**src/design/knn_pkg.sv**
```systemverilog
`default_nettype none
// ----------------------------------------------------------------------------
// knn_pkg
// Shared types, codes and sizes of the nearest neighbor selector.
// ----------------------------------------------------------------------------
package knn_pkg;

  localparam int MAX_POINTS_DEF    = 1024;
  localparam int MAX_NEIGHBORS_DEF = 8;

  localparam int COORD_W = 16;
  localparam int INDEX_W = 10;
  localparam int DIST_W  = 33;
  localparam int RANK_W  = 3;
  localparam int CMD_W   = 2;
  localparam int KCFG_W  = 4;
  localparam int SQ_W    = 2 * COORD_W;

  localparam logic [KCFG_W-1:0] NEIGHBOR_COUNT_RST = 4'd3;

  localparam logic [CMD_W-1:0] CMD_LOAD  = 2'd0;
  localparam logic [CMD_W-1:0] CMD_QUERY = 2'd1;
  localparam logic [CMD_W-1:0] CMD_CLEAR = 2'd2;

  localparam logic [1:0] CELL_HOLD   = 2'd0;
  localparam logic [1:0] CELL_CLEAR  = 2'd1;
  localparam logic [1:0] CELL_INSERT = 2'd2;
  localparam logic [1:0] CELL_SHIFT  = 2'd3;

  typedef struct packed {
    logic [CMD_W-1:0]   command;
    logic [COORD_W-1:0] pos_x;
    logic [COORD_W-1:0] pos_y;
    logic [INDEX_W-1:0] source_index;
  } knn_req_t;

  typedef struct packed {
    logic [INDEX_W-1:0] origin_index;
    logic [INDEX_W-1:0] neighbor_index;
    logic [DIST_W-1:0]  squared_distance;
    logic [RANK_W-1:0]  rank;
    logic               last;
  } knn_res_t;

  typedef struct packed {
    logic [1:0]        op;
    logic [DIST_W-1:0] distance;
  } knn_cell_ctl_t;

endpackage
`default_nettype wire

```
**src/design/knn_cell.sv**
```systemverilog
`default_nettype none
// ----------------------------------------------------------------------------
// knn_cell
// One slot of the sorted best list: inserts, shifts right on insert and
// shifts left while the list is read out.
// ----------------------------------------------------------------------------
module knn_cell
  import knn_pkg::*;
#(
  parameter int IDX_W = 10
) (
  input  wire logic              clk,
  input  wire logic              rst,
  input  wire knn_cell_ctl_t     ctl,
  input  wire logic [IDX_W-1:0]  cand_idx,
  input  wire logic              enable,
  input  wire logic              left_ins,
  input  wire logic              left_valid,
  input  wire logic [DIST_W-1:0] left_dist,
  input  wire logic [IDX_W-1:0]  left_idx,
  input  wire logic              right_valid,
  input  wire logic [DIST_W-1:0] right_dist,
  input  wire logic [IDX_W-1:0]  right_idx,
  output logic                   valid,
  output logic [DIST_W-1:0]      distance,
  output logic [IDX_W-1:0]       idx,
  output logic                   ins
);

  // strict compare keeps the earlier (lower) index ahead on ties
  assign ins = enable && (ctl.op == CELL_INSERT) && (!valid || (ctl.distance < distance));

  always_ff @(posedge clk) begin
    if (rst) begin
      valid <= 1'b0;
    end else begin
      unique case (ctl.op)
        CELL_CLEAR: begin
          valid <= 1'b0;
        end
        CELL_INSERT: begin
          if (ins) begin
            if (left_ins) begin
              valid    <= left_valid;
              distance <= left_dist;
              idx      <= left_idx;
            end else begin
              valid    <= 1'b1;
              distance <= ctl.distance;
              idx      <= cand_idx;
            end
          end
        end
        CELL_SHIFT: begin
          valid    <= right_valid;
          distance <= right_dist;
          idx      <= right_idx;
        end
        default: begin
        end
      endcase
    end
  end

endmodule
`default_nettype wire

```
**config.mk**
```make
export PLATFORM = sky130hd
export DESIGN_NAME = knn_cell
export DESIGN_NICKNAME = d
export VERILOG_FILES = /design/src/design/knn_pkg.sv /design/src/design/knn_cell.sv
export SDC_FILE = /design/constraint.sdc
export NUM_CORES = 1
export LEC_CHECK = 0
export ABC_CLOCK_PERIOD_IN_PS = 3950
export BUFFER_PORTS_ARGS = -buffer_cell sky130_fd_sc_hd__buf_4
export CAP_MARGIN = 20
export CORE_UTILIZATION = 44
export DETAILED_ROUTE_END_ITERATION = 6
export PLACE_DENSITY = 0.81
export SYNTH_ARGS = -nofsm -noshare
export SYNTH_HDL_FRONTEND = slang
export SYNTH_SLANG_ARGS = --single-unit
```
**constraint.sdc**
```tcl
create_clock -name clk -period 3.95 [get_ports clk]
set_input_delay 0.79 -clock clk [delete_from_list [all_inputs] [get_ports clk]]
set_output_delay 0.79 -clock clk [all_outputs]
set_load 0.1 [all_outputs]
```
; ---- After elaboration in Yosys (flattened, before gate mapping)
; Cells that the tools add are included.
[word_totals]
ram_bits = 0
mem_bits_ro = 0
output_inout_bits = 45
regBits = 44
latchBits = 0
memories = 0
[op_classes]
shifts = 0
div = 0
addsub = 0
n_lt_le_gt_ge = 1
n_mul = 0
n_reduce_logical = 8
eq_ne = 4
n_mux = 9
bitwise = 1
[ops]
columns = operator, count
row1 = 33-bit two-way mux, 2
row2 = 33-bit case mux with 2 select lines, 1
row3 = 33-bit less-than comparator, 1
row4 = 10-bit two-way mux, 2
row5 = 10-bit case mux with 2 select lines, 1
row6 = 2-bit equality test (second input constant), 2
row7 = 1-bit case mux with 3 select lines, 1
row8 = 3-bit AND reduction, 1
row9 = 3-bit nonzero test, 1
row10 = 2-bit by 1-bit equality test with 1-bit output (second input constant), 1
row11 = 1-bit logical AND, 2
row12 = 1-bit two-way mux, 2
row13 = 2-bit != test (second input constant), 1
row14 = 2-bit AND reduction, 1
row15 = 2-bit nonzero test, 1
row16 = 1-bit zero test, 1
row17 = 1-bit logical OR, 1
row18 = 1-bit inverter, 1

; ---- Depth between registers and ports, before layout
; Gate-level depths: netlist of run 1.
[depth]
depth_word = 5
depth_mapped = 8
ltp_nobuf = 8

; ---- Least setup slack after synthesis of run 1
; No wires, ideal clock.
[synth_timing]
path_type = register to register
startpoint = register distance[10]
endpoint = register distance[0], enable pin
arrival_time_ns = 3.324
required_time_ns = 3.543
setup_time_ns = 0.407
path_slack_ns = 0.219
stages_incl_launch_ff = 9
cell_sequence = edfxtp_1 -> inv_1 -> ha_1 -> a21o_1 -> nand3_1 -> a21oi_1 -> a2111o_1 -> a21oi_1 -> o31a_1
[synth_between]
elab_chain_len = 5
[synth_rtl]
columns = item, line_no
row1 = "start, declared", knn_cell.sv:25  ; output logic [DIST_W-1:0] distance,
row2 = "start signal, assigned", knn_cell.sv:45  ; distance <= left_dist;
row3 = "start signal, assigned", knn_cell.sv:49  ; distance <= ctl.distance;
row4 = "start signal, assigned", knn_cell.sv:56  ; distance <= right_dist;
row5 = 33-bit less-than comparator, knn_cell.sv:31  ; assign ins = enable && (ctl.op == CELL_INSERT) && (!valid || (ctl.distance < distance));
row6 = 1-bit logical OR, knn_cell.sv:31
row7 = 1-bit logical AND, knn_cell.sv:31
row8 = 2-bit != test (no source line), n/a
row9 = 3-bit AND reduction (no source line), n/a
; Every way passes these cells.
; A chain may end at the register's enable or synchronous reset.

; ---- Worst setup path in the final report of run 1
[layout_timing]
startpoint = input ctl[7] in the netlist's numbering
endpoint = output ins
[layout_between]
elab_chain_len = 3
[layout_rtl]
columns = item, line_no
row1 = "start, declared", knn_cell.sv:14  ; input wire knn_cell_ctl_t ctl,
row2 = 33-bit less-than comparator, knn_cell.sv:31
row3 = 1-bit logical OR, knn_cell.sv:31
row4 = 1-bit logical AND, knn_cell.sv:31
row5 = "end, declared", knn_cell.sv:27  ; output logic ins
; Every way passes these cells.

==> impl_metrics.tcl, run 1 <==
set metrics [dict create \
    status "completed" \
    syn_inst 317 \
    switching_share_pct 33.24 \
    fmax_ghz 0.2872 \
    path_delay_family "compound AO/OA/AOI/OAI gates" \
    routabilityCongestion 0.8036 \
    setup_viol 0 \
    die_x_um 85.56 \
    p_clk_share_pct 24.8 \
    antenna_found_initial 0 \
    synthArstFlopShare_pct 0 \
    grt_setup_unrepaired "no" \
    r2r_end "distance[16]$_DFFE_PP_" \
    ys_seq_area_share_pct 42.69 \
    vdd_ir_drop_max_v 0.0001526 \
    dp_cells 565 \
    syn_to_final_growth_pct 49.90 \
    pre_cts_ws_ps 430.8 \
    grt_pass1_wl_mm 13.17 \
    coreArea_sq_um 6756 \
    ys.flop_type "edfxtp_1" \
    drive_gt1_share_pct 39.35 \
    tns_ps 0 \
    syn_nets 486 \
    regArea_sq_um 1311 \
    power.density_nw_per_um2 297.5 \
    whs_path_depth 3 \
    finalInstanceArea_sq_um 4604 \
    num-fill-cells 557 \
    grt_max_degree 55 \
    post_cts_buffers 0 \
    grt_usage_pct 22.82 \
    intPower_uw 914.4 \
    worstSetupPathType "primary input to primary output" \
    finalMaxSlewViolations 0 \
    row_count 30 \
    cts.sinks 44 \
    vias 2934 \
    endpoint_kind "primary output" \
    ys_seq_elements 44 \
    instances_no_fill 573 \
    met2_usage_pct 41.38 \
    synth.avg_cell_area_sq_um 9.690 \
    cts_buffers 5 \
    r2r-start "distance[7]$_DFFE_PP_" \
    ys_types 32 \
    routedWlPerCell_um 14.30 \
    hold_end "valid$_SDFFE_PP0P_" \
    drv_cap 0 \
    dr.pass1.iters 4 \
    final_common_cell "buf_4" \
    pwr-share-comb_pct 34.6 \
    numPortBuffers 181 \
    grt_overflow 0 \
    worstMarginPinSlew_ps 753.5 \
    layout_common_cells "182 x buf_4, 53 x nand2_1, 47 x o21ai_0" \
    dp_hpwl_mm 6.532 \
    hp-start "valid$_SDFFE_PP0P_" \
    cp_data_arrival_time_ps 2690 \
    wirelength_mm 8.196 \
    synth_edf_count 43 \
    setup_ws_ps 467.5 \
    viasPerCell 5.120 \
    antenna_left 0 \
    initial_core_util_pct 45.46 \
    reg2reg_slack_ps 1420 \
    critPathBufInv 2 \
    sequentialPowerShare_pct 40.6 \
    grt_pass1_vias 2960 \
    leakagePower_uw 0.002246 \
    clkTransAtPathRegs_ps 90 \
    clk_latency_ps 290 \
    die_height_um 85.56 \
    nets 661 \
    clockBufferDepth 2 \
    worstPathCellList "buf_4 > ha_1 > a21oi_1 > nand2_1 > a221oi_1 > o2111ai_1 > a21oi_1 > o21a_1 > buf_4" \
    min_path_type "flip-flop to flip-flop" \
    syn_area_sq_um 3072 \
    crit_path_max_incr_delay_ps 330 \
    fin_crit_ps 3483 \
    h-tree-depth 2 \
    die_area_sq_um 7320 \
    insertedDiodeCount 0 \
    cts_root_buf "clkbuf_8" \
    cts_resized 0 \
    ios 182 \
    multi_input_area_sq_um 1575 \
    drc 0 \
    fin_skew_ps 9.215 \
    holdBufCountCts 0 \
    critPathRequiredTime_ps 3160 \
    synth_warnings 0 \
    critPathSlowestCell "a221oi_1" \
    worstSetupStartpointType "primary input" \
    timing.final.crit_share_pct 88.16 \
    hold_viol 0 \
    p_sw_uw 455.2 \
    reg2reg_depth 9 \
    crit_fanout 3 \
    drtIter0Drc 59 \
    busiest_layer "met2" \
    grt_util_met3_pct 5.775 \
    dpl_cell_area_sq_um 4497 \
    cts_tree "done" \
    maxSlewHeadroom_pct 49.76 \
    met1_usage_pct 26.22 \
]
stage by stage:
stage	util [%]	hold WS, ps	total power (uW)
after floorplan	-	904.8	862.7
after global placement	66.56	620.8	1031
after detailed placement	66.56	638.3	1043
after CTS	68.15	655.9	1380
after global routing	68.15	689.9	1437
final	68.15	657.0	1370
cells in the mapped netlist, drive strengths merged (2+ instances only):
cell type / number / area share (%)
a211oi: 2 / 0.49
a21oi: 15 / 2.4
buf: 6 / 0.98
clkbuf: 9 / 1.1
edfxtp: 43 / 42
ha: 32 / 13
inv: 33 / 4.0
mux2i: 43 / 14
nand2: 53 / 6.5
nand3: 3 / 0.49
nand4: 6 / 1.4
nor2: 6 / 0.73
nor3: 2 / 0.33
o21ai: 47 / 7.7
flip-flops by register name, indices dropped and copies added (netlist names):
register  cells
valid         1
distance     33
idx          10
worst max path at each step:
stage,start,cells past startpoint,endpoint
2_1_floorplan,distance[10]$_DFFE_PP_,8,distance[0]$_DFFE_PP_
3_3_place_gp,ctl[7],9,ins
3_5_place_dp,ctl[7],9,ins
4_1_cts,ctl[7],9,ins
5_1_grt,ctl[4],9,ins
6_report,ctl[7],9,ins
worst reg2reg max path: stages, from the launching register on:
cell and delay, ps:
edfxtp_1 410, inv_1 80, ha_1 240, a21oi_1 170, nand2_1 80, a221oi_1 330
o2111ai_1 160, a21oi_1 290, o31a_2 200, buf_12 250
cell families (layout without fill, tap and decap cells):
| logic type | after synthesis | after routing | synth area share (%) |
|---|---|---|---|
| simple gates | 78 | 78 | 11.41 |
| mux | 43 | 43 | 14.01 |
| fa+ha+maj | 32 | 32 | 13.03 |
| compound gates | 72 | 72 | 12.75 |
| flops | 44 | 44 | 42.69 |
| buf+inv | 48 | 224 | 6.110 |
cell type report:
type                       instances  share of cell area (%)
inverter                          33                   2.690
clock inverter                     2                  0.7609
multi-input combinational        225                   34.21
clock buffer                       6                   1.576
sequential                        44                   28.48
timing repair buffer             183                   30.11
tap                               80                   2.174
layer usage:
layer	routed length, um	part of all wire [%]
met5	0	0
met4	176	2.1
met3	592	7.2
met2	4135	50
met1	3292	40
power by group through the flow:
stage / sequential [uW] / clock, uW / combinational (uW)
2_1_floorplan: 726 / 0 / 137
3_3_place_gp: 566 / 0 / 465
3_5_place_dp: 567 / 0 / 476
4_1_cts: 557 / 347 / 477
5_1_grt: 559 / 367 / 511
6_report: 556 / 340 / 473
(Power assumes the default switching activity.)
==> run 2: changes to the inputs <==
--- a/config.mk
+++ b/config.mk
@@ -11,6 +11,7 @@
 export CORE_UTILIZATION = 44
 export DETAILED_ROUTE_END_ITERATION = 6
 export PLACE_DENSITY = 0.81
+export REMOVE_ABC_BUFFERS = 1
 export SYNTH_ARGS = -nofsm -noshare
 export SYNTH_HDL_FRONTEND = slang
 export SYNTH_SLANG_ARGS = --single-unit
==> impl_metrics.tcl, run 2 (synthesized netlist as in run 1, its figures left out) <==
set metrics [dict create \
    drtIter0Drc 121 \
    post_cts_buffers 0 \
    hold_viol 0 \
    grt_overflow 0 \
    antenna_found_initial 0 \
    vdd_ir_drop_max_v 0.0001692 \
    drv_cap 0 \
    num-fill-cells 566 \
    routabilityCongestion 0.8035 \
    min_path_type "flip-flop to flip-flop" \
    tns_ps 0 \
    insertedDiodeCount 0 \
    worstSetupStartpointType "primary input" \
    nets 662 \
    endpoint_kind "primary output" \
    fin_skew_ps 11.93 \
    grt_usage_pct 22.20 \
    routedWlPerCell_um 14.15 \
    worstPathCellList "buf_4 > ha_1 > a21oi_1 > o21ai_0 > a221oi_1 > o2111ai_1 > a21oi_1 > o21a_1 > buf_4" \
    crit_fanout 3 \
    critPathRequiredTime_ps 3160 \
    largest_register_ffs 33 \
    setup_viol 0 \
    cts_tree "done" \
    worstMarginPinSlew_ps 738.8 \
    finalMaxSlewViolations 0 \
    timing.final.crit_share_pct 89.22 \
    wirelength_mm 8.123 \
    status "completed" \
    hp-start "valid$_SDFFE_PP0P_" \
    crit_start "ctl[2]" \
    cp_data_arrival_time_ps 2730 \
    fin_crit_ps 3524 \
    grt_pass1_vias 2905 \
    row_count 30 \
    vias 2915 \
    r2r-start "distance[2]$_DFFE_PP_" \
    die_height_um 85.56 \
    final_common_cell "buf_4" \
    dr.pass1.iters 4 \
    grt_max_degree 88 \
    initial_core_util_pct 45.46 \
    die_x_um 85.56 \
    critPathSlowestCell "a221oi_1" \
    cts_resized 0 \
    holdBufCountCts 0 \
    top_regs "distance (33), idx (10), valid (1)" \
    cts.sinks 44 \
    power.density_nw_per_um2 285.4 \
    h-tree-depth 2 \
    drive_gt1_share_pct 39.07 \
    clkTransAtPathRegs_ps 80 \
    antenna_left 0 \
    cts_buffers 5 \
    syn_to_final_growth_pct 48.84 \
    critPathBufInv 2 \
    dp_hpwl_mm 6.451 \
    ios 182 \
    leakagePower_uw 0.002232 \
    drc 0 \
    numPortBuffers 181 \
    fmax_ghz 0.2837 \
    path_delay_family "compound AO/OA/AOI/OAI gates" \
    clk_latency_ps 290 \
    coreArea_sq_um 6756 \
    worstSetupPathType "primary input to primary output" \
    layout_common_cells "184 x buf_4, 53 x nand2_1, 47 x o21ai_0" \
    grt_pass1_wl_mm 12.88 \
    viasPerCell 5.078 \
    crit_path_max_incr_delay_ps 390 \
    maxSlewHeadroom_pct 50.75 \
    final_core_util_pct 67.67 \
    largest-register "distance" \
    cts_root_buf "clkbuf_8" \
    clockBufferDepth 2 \
    die_area_sq_um 7320 \
    grt_setup_unrepaired "no" \
]
## run 2: routing by layer
| metal | track usage, % | vias to the layer above | wire length, um |
|---|---|---|---|
| met5 | 0 | - | 0 |
| met4 | 7.273 | 0 | 181 |
| met3 | 4.139 | 17 | 520 |
| met2 | 43.35 | 120 | 4300 |
| met1 | 23.87 | 1294 | 3121 |
| li1 | - | 1484 | - |
## run 2: area by class of cell
cell class | instances | area (sq um) | area share [%]
sequential | 44 | 1311 | 28.68
timing repair buffer | 184 | 1381 | 30.21
inverter | 33 | 123.9 | 2.709
clock buffer | 8 | 80.08 | 1.752
multi-input combinational | 225 | 1575 | 34.46
tap | 80 | 100.1 | 2.189
## run 2: through the flow
step / std cells / area (sq um) / worst slack (ps) / hold slack, ps / power, uW
floorplan: 302 / 3008 / 50.14 / 904.8 / 851.0
global placement: 566 / 4492 / 491.5 / 622.8 / 1029
detailed placement: 566 / 4492 / 407.1 / 655.2 / 1041
CTS: 574 / 4572 / 399.5 / 669.5 / 1315
global route: 574 / 4572 / 309.1 / 703.0 / 1370
finish: 574 / 4572 / 425.6 / 671.1 / 1305
## run 2: final timing paths
kind                                      endpoint  slack, ps  cells after the start
worst max register to register    idx[2]$_DFFE_PP_       1310                      9
worst min-delay path            valid$_SDFFE_PP0P_        670                      3
worst min register to register  valid$_SDFFE_PP0P_        670                      3
worst max-delay path                           ins        430                      9
## run 2: report_power, final
| group | leakage (uW) | switching (uW) | total, uW | internal, uW |
|---|---|---|---|---|
| logic | 0.00179 | 291 | 471 | 180 |
| clock network | 0.0000395 | 152 | 278 | 126 |
| registers | 0.000408 | 9.65 | 556 | 546 |
| total | 0.00223 | 453 | 1300 | 852 |
## run 2: tightest hold or removal path: cells and delay by family (launching register included)
kind,cells,cell delay [ps]
AO/OA/AOI/OAI,1,80
AND/OR/NAND/NOR,1,130
flip-flops,1,320
buffers and inverters,1,100
==> run 3: changes to the inputs <==
--- a/config.mk
+++ b/config.mk
@@ -5,12 +5,12 @@
 export SDC_FILE = /design/constraint.sdc
 export NUM_CORES = 1
 export LEC_CHECK = 0
-export ABC_CLOCK_PERIOD_IN_PS = 3950
+export ABC_CLOCK_PERIOD_IN_PS = 3810
 export BUFFER_PORTS_ARGS = -buffer_cell sky130_fd_sc_hd__buf_4
 export CAP_MARGIN = 20
 export CORE_UTILIZATION = 44
 export DETAILED_ROUTE_END_ITERATION = 6
-export PLACE_DENSITY = 0.81
+export PLACE_DENSITY = 0.82
 export REMOVE_ABC_BUFFERS = 1
 export SYNTH_ARGS = -nofsm -noshare
 export SYNTH_HDL_FRONTEND = slang
==> constraint.sdc (replaced) <==
create_clock -name clk -period 3.81 [get_ports clk]
set_input_delay 0.762 -clock clk [delete_from_list [all_inputs] [get_ports clk]]
set_output_delay 0.762 -clock clk [all_outputs]
set_load 0.1 [all_outputs]
==> impl_metrics.tcl, run 3 (synthesized netlist as in run 1, its figures left out) <==
set metrics [dict create \
    r2r-start "distance[4]$_DFFE_PP_" \
    finalMaxSlewViolations 0 \
    ios 182 \
    crit_start "ctl[4]" \
    hp-start "valid$_SDFFE_PP0P_" \
    crit_path_max_incr_delay_ps 380 \
    vias 2936 \
    drive_gt1_share_pct 39.02 \
    critPathSlowestCell "a221oi_1" \
    syn_to_final_growth_pct 48.88 \
    largest-register "distance" \
    drv_cap 0 \
    intPower_uw 875.2 \
    post_cts_buffers 0 \
    dpl_cell_area_sq_um 4497 \
    worstPathCellList "buf_4 > ha_1 > a21oi_1 > o21ai_0 > a221oi_1 > o2111ai_1 > a21oi_1 > o21a_1 > buf_4" \
    routabilityCongestion 0.8108 \
    final_common_cell "buf_4" \
    holdBufCountCts 0 \
    insertedDiodeCount 0 \
    cts_root_buf "clkbuf_8" \
    power.density_nw_per_um2 294.1 \
    grt_pass1_vias 2880 \
    routedWlPerCell_um 14.23 \
    grt_overflow 0 \
    num-fill-cells 555 \
    coreArea_sq_um 6756 \
    path_delay_family "compound AO/OA/AOI/OAI gates" \
    cts.sinks 44 \
    min_path_type "flip-flop to flip-flop" \
    switching_share_pct 34.93 \
    vdd_ir_drop_max_v 0.0001372 \
    setup_ws_ps 288.6 \
    clk_latency_ps 290 \
    viasPerCell 5.133 \
    die_height_um 85.56 \
    cts_tree "done" \
    clockBufferDepth 2 \
    nets 661 \
    worstMarginPinSlew_ps 747.7 \
    antenna_left 0 \
    holdWs_ps 668.6 \
    sequentialPowerShare_pct 42.9 \
    endpoint_kind "primary output" \
    pwr-share-comb_pct 36.5 \
    numPortBuffers 181 \
    top_regs "distance (33), idx (10), valid (1)" \
    finalInstanceArea_sq_um 4573 \
    worstSetupPathType "primary input to primary output" \
    layout_common_cells "182 x buf_4, 53 x nand2_1, 47 x o21ai_0" \
    die_area_sq_um 7320 \
    leakagePower_uw 0.002230 \
    grt_max_degree 87 \
    worstSetupStartpointType "primary input" \
    cts_buffers 5 \
    row_count 30 \
    cp_data_arrival_time_ps 2760 \
    maxSlewHeadroom_pct 50.15 \
    p_clk_share_pct 20.6 \
    wirelength_mm 8.139 \
    grt_usage_pct 21.92 \
    antenna_found_initial 0 \
    crit_fanout 3 \
    h-tree-depth 2 \
    grt_pass1_wl_mm 12.79 \
    die_x_um 85.56 \
    fmax_ghz 0.2840 \
    grt_setup_unrepaired "no" \
    hold_viol 0 \
    fin_crit_ps 3521 \
    drc 0 \
    regArea_sq_um 1311 \
    largest_register_ffs 33 \
    multi_input_area_sq_um 1575 \
    timing.final.crit_share_pct 92.42 \
    dp_hpwl_mm 6.416 \
    pre_cts_ws_ps 294.1 \
    critPathBufInv 2 \
    dr.pass1.iters 4 \
    cts_resized 0 \
    drtIter0Drc 107 \
    critPathRequiredTime_ps 3050 \
    setup_viol 0 \
    clkTransAtPathRegs_ps 80 \
    initial_core_util_pct 45.46 \
    p_sw_uw 469.8 \
    status "completed" \
    fin_skew_ps 4.777 \
]
run 3: worst paths after layout:
path	to	slack, ps	cells after the start
max	ins	290	9
min	valid$_SDFFE_PP0P_	670	3
max reg2reg	distance[30]$_DFFE_PP_	960	9
min reg2reg	valid$_SDFFE_PP0P_	670	3
run 3: cell type report:
cell class,count,area share [%]
sequential,44,28.67
timing repair buffer,183,30.31
multi-input combinational,225,34.45
inverter,33,2.709
clock buffer,5,1.505
tap,80,2.189
clock inverter,2,0.1642
run 3: power by group through the flow:
stage | Combinational, uW | Clock [uW] | Sequential, uW
floorplan | 130 | 0 | 753
finish | 491 | 277 | 577
global route | 528 | 299 | 580
global placement | 481 | 0 | 587
detailed placement | 493 | 0 | 588
CTS | 494 | 284 | 577
run 3: layer usage:
metal	track usage [%]	routed length (um)	vias to the layer above
li1	-	-	1482
met5	0	0	-
met1	23.67	3126	1342
met4	5.455	67	0
met2	42.69	4390	106
met3	5.197	556	6
run 3: worst min-delay path: stages, from the launching register on:
cell,delay [ps]
dfxtp_1,320
inv_1,110
or3_1,130
o22ai_1,70
run 3: metrics by stage:
| step | total power, uW | setup TNS, ps | cells | utilization (%) |
|---|---|---|---|---|
| after CTS | 1355 | 0 | 572 | 67.69 |
| after detailed placement | 1081 | 0 | 565 | 66.56 |
| after global placement | 1068 | 0 | 565 | 66.56 |
| after global routing | 1407 | 0 | 572 | 67.69 |
| after floorplan | 882.3 | -2660 | 302 | - |
| final | 1345 | 0 | 572 | 67.69 |
